File: src/rtl/core/mcc_pkg.sv
`default_nettype none

package mcc_pkg;

   // Command codes of an input item
   typedef enum logic [1:0] {
      CMD_MS_TICK    = 2'd0,
      CMD_SLEEP_TICK = 2'd1,
      CMD_SET        = 2'd2,
      CMD_ELAPSED    = 2'd3
   } cmd_type;

   // Calendar field selected by a set command
   typedef enum logic [2:0] {
      COMP_YEAR   = 3'd0,
      COMP_MONTH  = 3'd1,
      COMP_DAY    = 3'd2,
      COMP_HOUR   = 3'd3,
      COMP_MINUTE = 3'd4
   } comp_type;

   // Configuration register indexes
   localparam logic [1:0] CSR_SLEEP_STEP = 2'd0;
   localparam logic [1:0] CSR_WRAP_FIX   = 2'd1;

   localparam int CSR_INDEX_W = 2;
   localparam int CSR_DATA_W  = 16;

   // Reset values of the calendar and configuration
   localparam logic [9:0]  SLEEP_STEP_RST = 10'd16;
   localparam logic [15:0] WRAP_FIX_RST   = 16'd296;
   localparam logic [7:0]  YEAR_OFS_RST   = 8'd22;
   localparam logic [3:0]  MONTH_RST      = 4'd12;
   localparam logic [4:0]  DAY_RST        = 5'd7;

   localparam logic [11:0] YEAR_BASE      = 12'd2000;
   // 2000 mod 256, subtracted from a full year to get the offset
   localparam logic [7:0]  YEAR_BASE_LOW  = 8'd208;
   // 1000 - (2^32 mod 1000): added to the remainder when the count wraps
   localparam logic [11:0] WRAP_REM_ADJ   = 12'd704;

   typedef struct packed {
      logic [9:0]  sleep_step;
      logic [15:0] wrap_fix;
      logic [9:0]  wrap_rem;    // wrap_fix mod 1000
   } cfg_type;

   typedef struct packed {
      cmd_type     cmd;
      comp_type    component;
      logic [15:0] set_value;
      logic [31:0] base_ms;
      logic [31:0] until_ms;    // base + delta, wrap fix already applied
      logic        until_wrap;  // base + delta carried out of 32 bits
   } item_type;

   typedef struct packed {
      logic [11:0] year_full;
      logic [3:0]  month_now;
      logic [4:0]  day_now;
      logic [4:0]  hour_now;
      logic [5:0]  minute_now;
      logic [5:0]  second_now;
      logic [31:0] millis_now;
      logic        second_event;
      logic        minute_event;
      logic        hourly_save;
      logic        wrap_event;
      logic        elapsed;
   } result_type;

   // Gregorian leap test for years 2000..2255 given as an offset from 2000
   function automatic logic is_leap(input logic [7:0] year_ofs);
      return (year_ofs[1:0] == 2'd0) && (year_ofs != 8'd100) && (year_ofs != 8'd200);
   endfunction

   // Days in a month; anything out of range counts as 31
   function automatic logic [4:0] month_days(input logic [3:0] month,
                                             input logic [7:0] year_ofs);
      logic [4:0] days;
      case (month)
         4'd2:    days = is_leap(year_ofs) ? 5'd29 : 5'd28;
         4'd4:    days = 5'd30;
         4'd6:    days = 5'd30;
         4'd9:    days = 5'd30;
         4'd11:   days = 5'd30;
         default: days = 5'd31;
      endcase
      return days;
   endfunction

   // Remainder by 1000 of a 16-bit value, restoring subtraction of 1000 << k
   function automatic logic [9:0] mod1000_16(input logic [15:0] x);
      logic [15:0] r;
      r = x;
      for (int k = 6; k >= 0; k--) begin
         if (r >= (16'd1000 << k)) begin
            r = r - (16'd1000 << k);
         end
      end
      return r[9:0];
   endfunction

   // Remainder by 1000 of a value below 4000
   function automatic logic [9:0] red1000_12(input logic [11:0] x);
      logic [11:0] r;
      if (x >= 12'd3000) begin
         r = x - 12'd3000;
      end else if (x >= 12'd2000) begin
         r = x - 12'd2000;
      end else if (x >= 12'd1000) begin
         r = x - 12'd1000;
      end else begin
         r = x;
      end
      return r[9:0];
   endfunction

endpackage

`default_nettype wire

File: src/rtl/core/mcc_csr.sv
`default_nettype none

module mcc_csr (
   input  wire logic                           clock,
   input  wire logic                           reset,
   input  wire logic                           csr_we,
   input  wire logic [mcc_pkg::CSR_INDEX_W-1:0] csr_index,
   input  wire logic [mcc_pkg::CSR_DATA_W-1:0]  csr_wdata,
   output mcc_pkg::cfg_type                     cfg
);
   import mcc_pkg::*;

   logic [9:0]  sleep_step_ff;
   logic [15:0] wrap_fix_ff;
   logic [9:0]  wrap_rem_ff;

   // Write registers; keep the wrap fix remainder alongside the wrap fix
   always_ff @(posedge clock) begin
      if (reset) begin
         sleep_step_ff <= SLEEP_STEP_RST;
         wrap_fix_ff   <= WRAP_FIX_RST;
         wrap_rem_ff   <= mod1000_16(WRAP_FIX_RST);
      end else if (csr_we) begin
         case (csr_index)
            CSR_SLEEP_STEP: sleep_step_ff <= csr_wdata[9:0];
            CSR_WRAP_FIX: begin
               wrap_fix_ff <= csr_wdata;
               wrap_rem_ff <= mod1000_16(csr_wdata);
            end
            default: ;
         endcase
      end
   end

   assign cfg.sleep_step = sleep_step_ff;
   assign cfg.wrap_fix   = wrap_fix_ff;
   assign cfg.wrap_rem   = wrap_rem_ff;

endmodule

`default_nettype wire

File: src/rtl/core/mcc_time.sv
`default_nettype none

module mcc_time (
   input  wire logic              clock,
   input  wire logic              reset,
   input  wire logic              fire,
   input  wire mcc_pkg::item_type item,
   input  wire mcc_pkg::cfg_type  cfg,
   output mcc_pkg::result_type    result
);
   import mcc_pkg::*;

   // Time state; rem tracks millis mod 1000
   logic [31:0] millis_ff, millis_in;
   logic [9:0]  rem_ff, rem_in;
   logic [7:0]  year_ff, year_in;
   logic [3:0]  month_ff, month_in;
   logic [4:0]  day_ff, day_in;
   logic [4:0]  hour_ff, hour_in;
   logic [5:0]  minute_ff, minute_in;
   logic [5:0]  second_ff, second_in;

   logic [32:0] tick_sum;
   logic [32:0] sleep_sum;
   logic [31:0] sleep_fix_sum;
   logic        sleep_wrap;
   logic [11:0] sleep_rsum;

   logic [5:0]  adv_sec, adv_min, adv_day;
   logic [4:0]  adv_hour;
   logic [3:0]  adv_month;
   logic [7:0]  adv_year;

   logic [7:0]  set_byte;
   logic [3:0]  set_month;
   logic [4:0]  set_month_days;
   logic [4:0]  cur_month_days;

   logic sec_ev, min_ev, save, wrap, el;

   // Count arithmetic for both tick kinds
   assign tick_sum      = {1'b0, millis_ff} + 33'd1;
   assign sleep_sum     = {1'b0, millis_ff} + {23'd0, cfg.sleep_step};
   assign sleep_fix_sum = millis_ff + {22'd0, cfg.sleep_step} + {16'd0, cfg.wrap_fix};
   assign sleep_wrap    = sleep_sum[32];
   assign sleep_rsum    = {2'd0, rem_ff} + {2'd0, cfg.sleep_step}
                        + (sleep_wrap ? ({2'd0, cfg.wrap_rem} + WRAP_REM_ADJ) : 12'd0);

   // Advance the calendar by one second, cascading the rollovers
   always_comb begin
      adv_sec   = second_ff + 6'd1;
      adv_min   = minute_ff;
      adv_hour  = hour_ff;
      adv_day   = {1'b0, day_ff};
      adv_month = month_ff;
      adv_year  = year_ff;
      if (adv_sec >= 6'd60) begin
         adv_sec = 6'd0;
         adv_min = adv_min + 6'd1;
      end
      if (adv_min >= 6'd60) begin
         adv_min  = 6'd0;
         adv_hour = adv_hour + 5'd1;
      end
      if (adv_hour >= 5'd24) begin
         adv_hour = 5'd0;
         adv_day  = adv_day + 6'd1;
      end
      if (adv_day > {1'b0, month_days(adv_month, adv_year)}) begin
         adv_day   = 6'd1;
         adv_month = adv_month + 4'd1;
      end
      if (adv_month > 4'd12) begin
         adv_month = 4'd1;
         adv_year  = adv_year + 8'd1;
      end
   end

   // Clamp values for a set command
   assign set_byte       = item.set_value[7:0];
   assign set_month      = (set_byte > 8'd12) ? 4'd12 :
                           (set_byte == 8'd0) ? 4'd1 : set_byte[3:0];
   assign set_month_days = month_days(set_month, year_ff);
   assign cur_month_days = month_days(month_ff, year_ff);

   // Next state and event flags for the item in the input register
   always_comb begin
      millis_in = millis_ff;
      rem_in    = rem_ff;
      year_in   = year_ff;
      month_in  = month_ff;
      day_in    = day_ff;
      hour_in   = hour_ff;
      minute_in = minute_ff;
      second_in = second_ff;
      sec_ev    = 1'b0;
      save      = 1'b0;
      wrap      = 1'b0;
      el        = 1'b0;
      case (item.cmd)
         CMD_MS_TICK: begin
            wrap      = tick_sum[32];
            millis_in = tick_sum[32] ? {16'd0, cfg.wrap_fix} : tick_sum[31:0];
            rem_in    = tick_sum[32] ? cfg.wrap_rem :
                        (rem_ff == 10'd999) ? 10'd0 : rem_ff + 10'd1;
            sec_ev    = (rem_in == 10'd0);
         end
         CMD_SLEEP_TICK: begin
            millis_in = sleep_wrap ? sleep_fix_sum : sleep_sum[31:0];
            rem_in    = red1000_12(sleep_rsum);
            sec_ev    = sleep_wrap || (sleep_rsum >= 12'd1000);
         end
         CMD_SET: begin
            save = 1'b1;
            case (item.component)
               COMP_YEAR:   year_in = set_byte - YEAR_BASE_LOW;
               COMP_MONTH: begin
                  month_in = set_month;
                  day_in   = (day_ff > set_month_days) ? set_month_days : day_ff;
               end
               COMP_DAY: begin
                  day_in = (set_byte > {3'd0, cur_month_days}) ? cur_month_days :
                           (set_byte == 8'd0) ? 5'd1 : set_byte[4:0];
               end
               COMP_HOUR:   hour_in = (set_byte > 8'd23) ? 5'd23 : set_byte[4:0];
               COMP_MINUTE: minute_in = (set_byte > 8'd59) ? 6'd59 : set_byte[5:0];
               default: ;
            endcase
         end
         CMD_ELAPSED: begin
            el = item.until_wrap ?
                 ((millis_ff < item.base_ms) && (millis_ff >= item.until_ms)) :
                 (millis_ff >= item.until_ms);
         end
         default: ;
      endcase
      if (sec_ev) begin
         second_in = adv_sec;
         minute_in = adv_min;
         hour_in   = adv_hour;
         day_in    = adv_day[4:0];
         month_in  = adv_month;
         year_in   = adv_year;
         if ((adv_sec == 6'd0) && (adv_min == 6'd0)) begin
            save = 1'b1;
         end
      end
   end

   assign min_ev = sec_ev && (adv_sec == 6'd0);

   // Commit the state when the item moves on
   always_ff @(posedge clock) begin
      if (reset) begin
         millis_ff <= 32'd0;
         rem_ff    <= 10'd0;
         year_ff   <= YEAR_OFS_RST;
         month_ff  <= MONTH_RST;
         day_ff    <= DAY_RST;
         hour_ff   <= 5'd0;
         minute_ff <= 6'd0;
         second_ff <= 6'd0;
      end else if (fire) begin
         millis_ff <= millis_in;
         rem_ff    <= rem_in;
         year_ff   <= year_in;
         month_ff  <= month_in;
         day_ff    <= day_in;
         hour_ff   <= hour_in;
         minute_ff <= minute_in;
         second_ff <= second_in;
      end
   end

   // Report the time after this item
   assign result.year_full    = YEAR_BASE + {4'd0, year_in};
   assign result.month_now    = month_in;
   assign result.day_now      = day_in;
   assign result.hour_now     = hour_in;
   assign result.minute_now   = minute_in;
   assign result.second_now   = second_in;
   assign result.millis_now   = millis_in;
   assign result.second_event = sec_ev;
   assign result.minute_event = min_ev;
   assign result.hourly_save  = save;
   assign result.wrap_event   = wrap;
   assign result.elapsed      = el;

endmodule

`default_nettype wire

File: src/rtl/core/millisecond_calendar_clock.sv
`default_nettype none

// Millisecond counter with a Gregorian calendar (years 2000..2255). Each item
// (ms tick, sleep tick, set field, elapsed query) returns one result with the
// time after the item and its event flags. One item can be taken every clock
// cycle while rsp_stall is low. The edge that accepts an item loads the input
// register; the item then passes through the combinational time update into
// the result register, which loads once it is empty or rsp_stall is low.
// While a result waits under rsp_stall, the input register takes at most one
// more item; after that rsp_stall reaches req_stall in the same cycle.
// Configuration: index 0 is the sleep step in ms (10 bits), index 1 the wrap
// fix in ms (16 bits); write them only while no item is in flight.
module millisecond_calendar_clock (
   input  wire logic                            clock,
   input  wire logic                            reset,
   // input items
   input  wire logic                            req_valid,
   output      logic                            req_stall,
   input  wire logic [1:0]                      req_cmd,
   input  wire logic [2:0]                      req_component,
   input  wire logic [15:0]                     req_set_value,
   input  wire logic [31:0]                     req_base_ms,
   input  wire logic [31:0]                     req_delta_ms,
   // result items
   output      logic                            rsp_valid,
   input  wire logic                            rsp_stall,
   output      logic [11:0]                     rsp_year_full,
   output      logic [3:0]                      rsp_month_now,
   output      logic [4:0]                      rsp_day_now,
   output      logic [4:0]                      rsp_hour_now,
   output      logic [5:0]                      rsp_minute_now,
   output      logic [5:0]                      rsp_second_now,
   output      logic [31:0]                     rsp_millis_now,
   output      logic                            rsp_second_event,
   output      logic                            rsp_minute_event,
   output      logic                            rsp_hourly_save,
   output      logic                            rsp_wrap_event,
   output      logic                            rsp_elapsed,
   // configuration writes
   input  wire logic                            csr_we,
   input  wire logic [mcc_pkg::CSR_INDEX_W-1:0] csr_index,
   input  wire logic [mcc_pkg::CSR_DATA_W-1:0]  csr_wdata
);
   import mcc_pkg::*;

   cfg_type    cfg;
   item_type   item_ff, item_in;
   result_type result;
   result_type rsp_ff;

   logic        in_valid_ff, in_valid_in;
   logic        out_valid_ff, out_valid_in;
   logic        take;
   logic        fire;
   logic [32:0] until_sum;
   logic [31:0] until_fix;

   mcc_csr u_csr (
      .clock     (clock),
      .reset     (reset),
      .csr_we    (csr_we),
      .csr_index (csr_index),
      .csr_wdata (csr_wdata),
      .cfg       (cfg)
   );

   mcc_time u_time (
      .clock  (clock),
      .reset  (reset),
      .fire   (fire),
      .item   (item_ff),
      .cfg    (cfg),
      .result (result)
   );

   // Handshake: the input stage moves on when the result register is free
   assign fire      = in_valid_ff && (!out_valid_ff || !rsp_stall);
   assign req_stall = in_valid_ff && !fire;
   assign take      = req_valid && !req_stall;

   assign in_valid_in  = take || (in_valid_ff && !fire);
   assign out_valid_in = fire || (out_valid_ff && rsp_stall);

   // Form the query deadline on the way in
   assign until_sum = {1'b0, req_base_ms} + {1'b0, req_delta_ms};
   assign until_fix = req_base_ms + req_delta_ms + {16'd0, cfg.wrap_fix};

   always_comb begin
      item_in.cmd        = cmd_type'(req_cmd);
      item_in.component  = comp_type'(req_component);
      item_in.set_value  = req_set_value;
      item_in.base_ms    = req_base_ms;
      item_in.until_ms   = until_sum[32] ? until_fix : until_sum[31:0];
      item_in.until_wrap = until_sum[32];
   end

   always_ff @(posedge clock) begin
      if (reset) begin
         in_valid_ff  <= 1'b0;
         out_valid_ff <= 1'b0;
      end else begin
         in_valid_ff  <= in_valid_in;
         out_valid_ff <= out_valid_in;
      end
   end

   // Hold payloads until they move on
   always_ff @(posedge clock) begin
      if (take) begin
         item_ff <= item_in;
      end
      if (fire) begin
         rsp_ff <= result;
      end
   end

   assign rsp_valid        = out_valid_ff;
   assign rsp_year_full    = rsp_ff.year_full;
   assign rsp_month_now    = rsp_ff.month_now;
   assign rsp_day_now      = rsp_ff.day_now;
   assign rsp_hour_now     = rsp_ff.hour_now;
   assign rsp_minute_now   = rsp_ff.minute_now;
   assign rsp_second_now   = rsp_ff.second_now;
   assign rsp_millis_now   = rsp_ff.millis_now;
   assign rsp_second_event = rsp_ff.second_event;
   assign rsp_minute_event = rsp_ff.minute_event;
   assign rsp_hourly_save  = rsp_ff.hourly_save;
   assign rsp_wrap_event   = rsp_ff.wrap_event;
   assign rsp_elapsed      = rsp_ff.elapsed;

endmodule

`default_nettype wire

File: config.mk
export PLATFORM = sky130hd
export DESIGN_NAME = millisecond_calendar_clock
export DESIGN_NICKNAME = d
export VERILOG_FILES = /design/src/rtl/core/mcc_pkg.sv /design/src/rtl/core/mcc_csr.sv /design/src/rtl/core/mcc_time.sv /design/src/rtl/core/millisecond_calendar_clock.sv
export SDC_FILE = /design/constraint.sdc
export NUM_CORES = 1
export LEC_CHECK = 0
export BUFFER_PORTS_ARGS = -buffer_cell sky130_fd_sc_hd__clkbuf_2
export CAP_MARGIN = 20
export CORE_MARGIN = 2
export CORE_UTILIZATION = 33
export DETAILED_ROUTE_END_ITERATION = 8
export SLEW_MARGIN = 25
export SYNTH_ARGS = -nofsm -noshare
export SYNTH_HDL_FRONTEND = slang
export SYNTH_HIERARCHICAL = 1
export SYNTH_SLANG_ARGS = --single-unit
File: constraint.sdc
create_clock -name clock -period 20.8 [get_ports clock]
set_input_delay 1.04 -clock clock [delete_from_list [all_inputs] [get_ports clock]]
set_output_delay 1.04 -clock clock [all_outputs]
set_load 0.01 [all_outputs]
==> flow_summary.ini <==
[clocking]
cts.sinks = 264
cts_buffer_depth = 3
clk_pin_slew_ns = 0.06
cts_buffers = 34
cts_hold_buffers = 0
cts_htree_levels = 2
post_cts.repair.setup_buffers = 0
post_cts_resized = 0
worstSkewPairLatency_ns = 0.56
cts_tree = built
ctsRootBufferMaster = clkbuf_16

[drt]
wl_per_cell_um = 18.5
drcViolationCount = 0
drtIter0Drc = 1754
routed-via-count = 21500
wl_um = 72300
ant_nets = 0
dr.pass1.iters = 6
vias_per_cell = 5.50

[floorplanning]
die-area_mm2 = 0.0753
chipWidth_um = 274
die_h_um = 274
start_util_pct = 33.2
rows = 99
io-pin-count = 185
core_mm2 = 0.0727

[worst_setup_path]
slowest_delay_ns = 0.67
worstPathRequired_ns = 21.06
critical_path_class = register to register
critPathMostFrequentCell = ha_1
slowest_stage = o211a_2
start_kind = register
arrival_ns = 8.94
cp-end-kind = register
crit_fanout = 31

[layout]
fillCellCount = 7439
drive_gt1_share_pct = 12.0
fin_nets = 3287
postLayoutCoreUtil_pct = 37.0
final_cell_mix = 261 x nand2_1, 251 x nor2_1, 227 x a21oi_1
syn_to_final_growth_pct = 11.4
final_common_cell = nand2_1

[pwr]
peakVddDrop_uv = 94.8
power_density_mw_per_mm2 = 61.3
p_leak_nw = 11.0

[yosys]
synth.net_count = 3198
syn_inst = 2835
synth_area_per_cell_um2 = 8.51
synth_warnings = 6
syn_area_mm2 = 0.0241

[timing]
finalCriticalPeriod_ns = 8.67
post-route-period-util_pct = 41.7
slew_viol_final = 0
max_slew.worst_pin.slew_ns = 1.01
fmax_mhz = 115
setup_viol = 0
finalHoldViolations = 0
tns_ns = 0
finClkSkew_ns = 0.0299
rsz0062_at_grt = no
slew_headroom_pct = 32.4

[grt]
grt_overflow = 0
antenna_found_initial = 2
grt_pass1_wl_um = 113000
grt_use_total_pct = 18.8
grt_pass1_vias = 20000
grt_start_max_net_pins = 72

[place]
io_buffer_count = 176
gp_congestion = 0.899
dp_hpwl_um = 54300

[worst_hold_path]
holdCritPathClass = register to register

[job]
max_cap_viol_count = 0

[run_status]
status = finished, final reports clean
[final timing paths]
kind | start | endpoint | slack [ns] | depth (start not counted)
hold reg to reg | in_valid_ff$_SDFF_PP0_ | rsp_valid$_SDFF_PP0_ | 0.50 | 2
hold / removal | in_valid_ff$_SDFF_PP0_ | rsp_valid$_SDFF_PP0_ | 0.50 | 2
setup reg to reg | u_time/millis_ff[0]$_SDFFE_PP0P_ | rsp_year_full[10]$_DFFE_PP_ | 12.13 | 32
setup / recovery | u_time/millis_ff[0]$_SDFFE_PP0P_ | rsp_year_full[10]$_DFFE_PP_ | 12.13 | 32
[critical path, delay by kind of cell, from the launching register on]
family,cells,cell delay (ns)
compound gates,12,3.03
xor+xnor,1,0.34
fa+ha+maj,6,1.92
buf+inv,5,1.04
flops,1,0.53
mux,1,0.29
simple gates,7,1.17
[layer usage]
metal	wire [um]	global-route usage [%]
met1	33700	26.1
met2	33500	31.1
met3	3450	1.97
met4	1670	4.91
met5	0	0
[state kept, by name, indices dropped and copies added (netlist names), 4 cells and up]
| register | count |
|---|---|
| item_ff | 78 |
| rsp_day_now | 5 |
| rsp_hour_now | 5 |
| rsp_millis_now | 32 |
| rsp_minute_now | 6 |
| rsp_month_now | 4 |
| rsp_second_now | 6 |
| rsp_year_full | 12 |
| u_csr/sleep_step_ff | 10 |
| u_csr/wrap_fix_ff | 16 |
| u_csr/wrap_rem_ff | 7 |
| u_time/day_ff | 5 |
| u_time/hour_ff | 5 |
| u_time/millis_ff | 32 |
| u_time/minute_ff | 6 |
| u_time/month_ff | 4 |
| u_time/rem_ff | 10 |
| u_time/second_ff | 6 |
| u_time/year_ff | 8 |
[power by group]
group          switching, W  leakage, nW  internal [W]
clock network      0.000239        0.543      0.000355
registers         0.0000288         2.35      0.000592
logic              0.000261         8.11      0.000171
[layout make-up]
class	count	area [um^2]	area share, %
well taps	959	1200	4.46
diodes	2	5.00	0.0186
multi-input cells	2251	16100	59.7
inverters	178	668	2.49
repair buffers	195	1030	3.82
clock inverters	19	194	0.721
clock buffers	42	922	3.43
flip-flops and latches	264	6820	25.4
[metrics by stage]
| stage | total power, W | worst slack, ns | cells | instance area, um^2 | hold WS (ns) |
|---|---|---|---|---|---|
| after floorplan | 0.000947 | 12.91 | 2835 | 24100 | 0.445 |
| after global placement | 0.00106 | 12.26 | 3847 | 25800 | 0.471 |
| after detailed placement | 0.00106 | 12.29 | 3847 | 25800 | 0.492 |
| after CTS | 0.00166 | 12.20 | 3908 | 26900 | 0.507 |
| after global routing | 0.00173 | 11.53 | 3910 | 26900 | 0.543 |
| final | 0.00165 | 12.13 | 3910 | 26900 | 0.503 |
(Power assumes the default switching activity.)
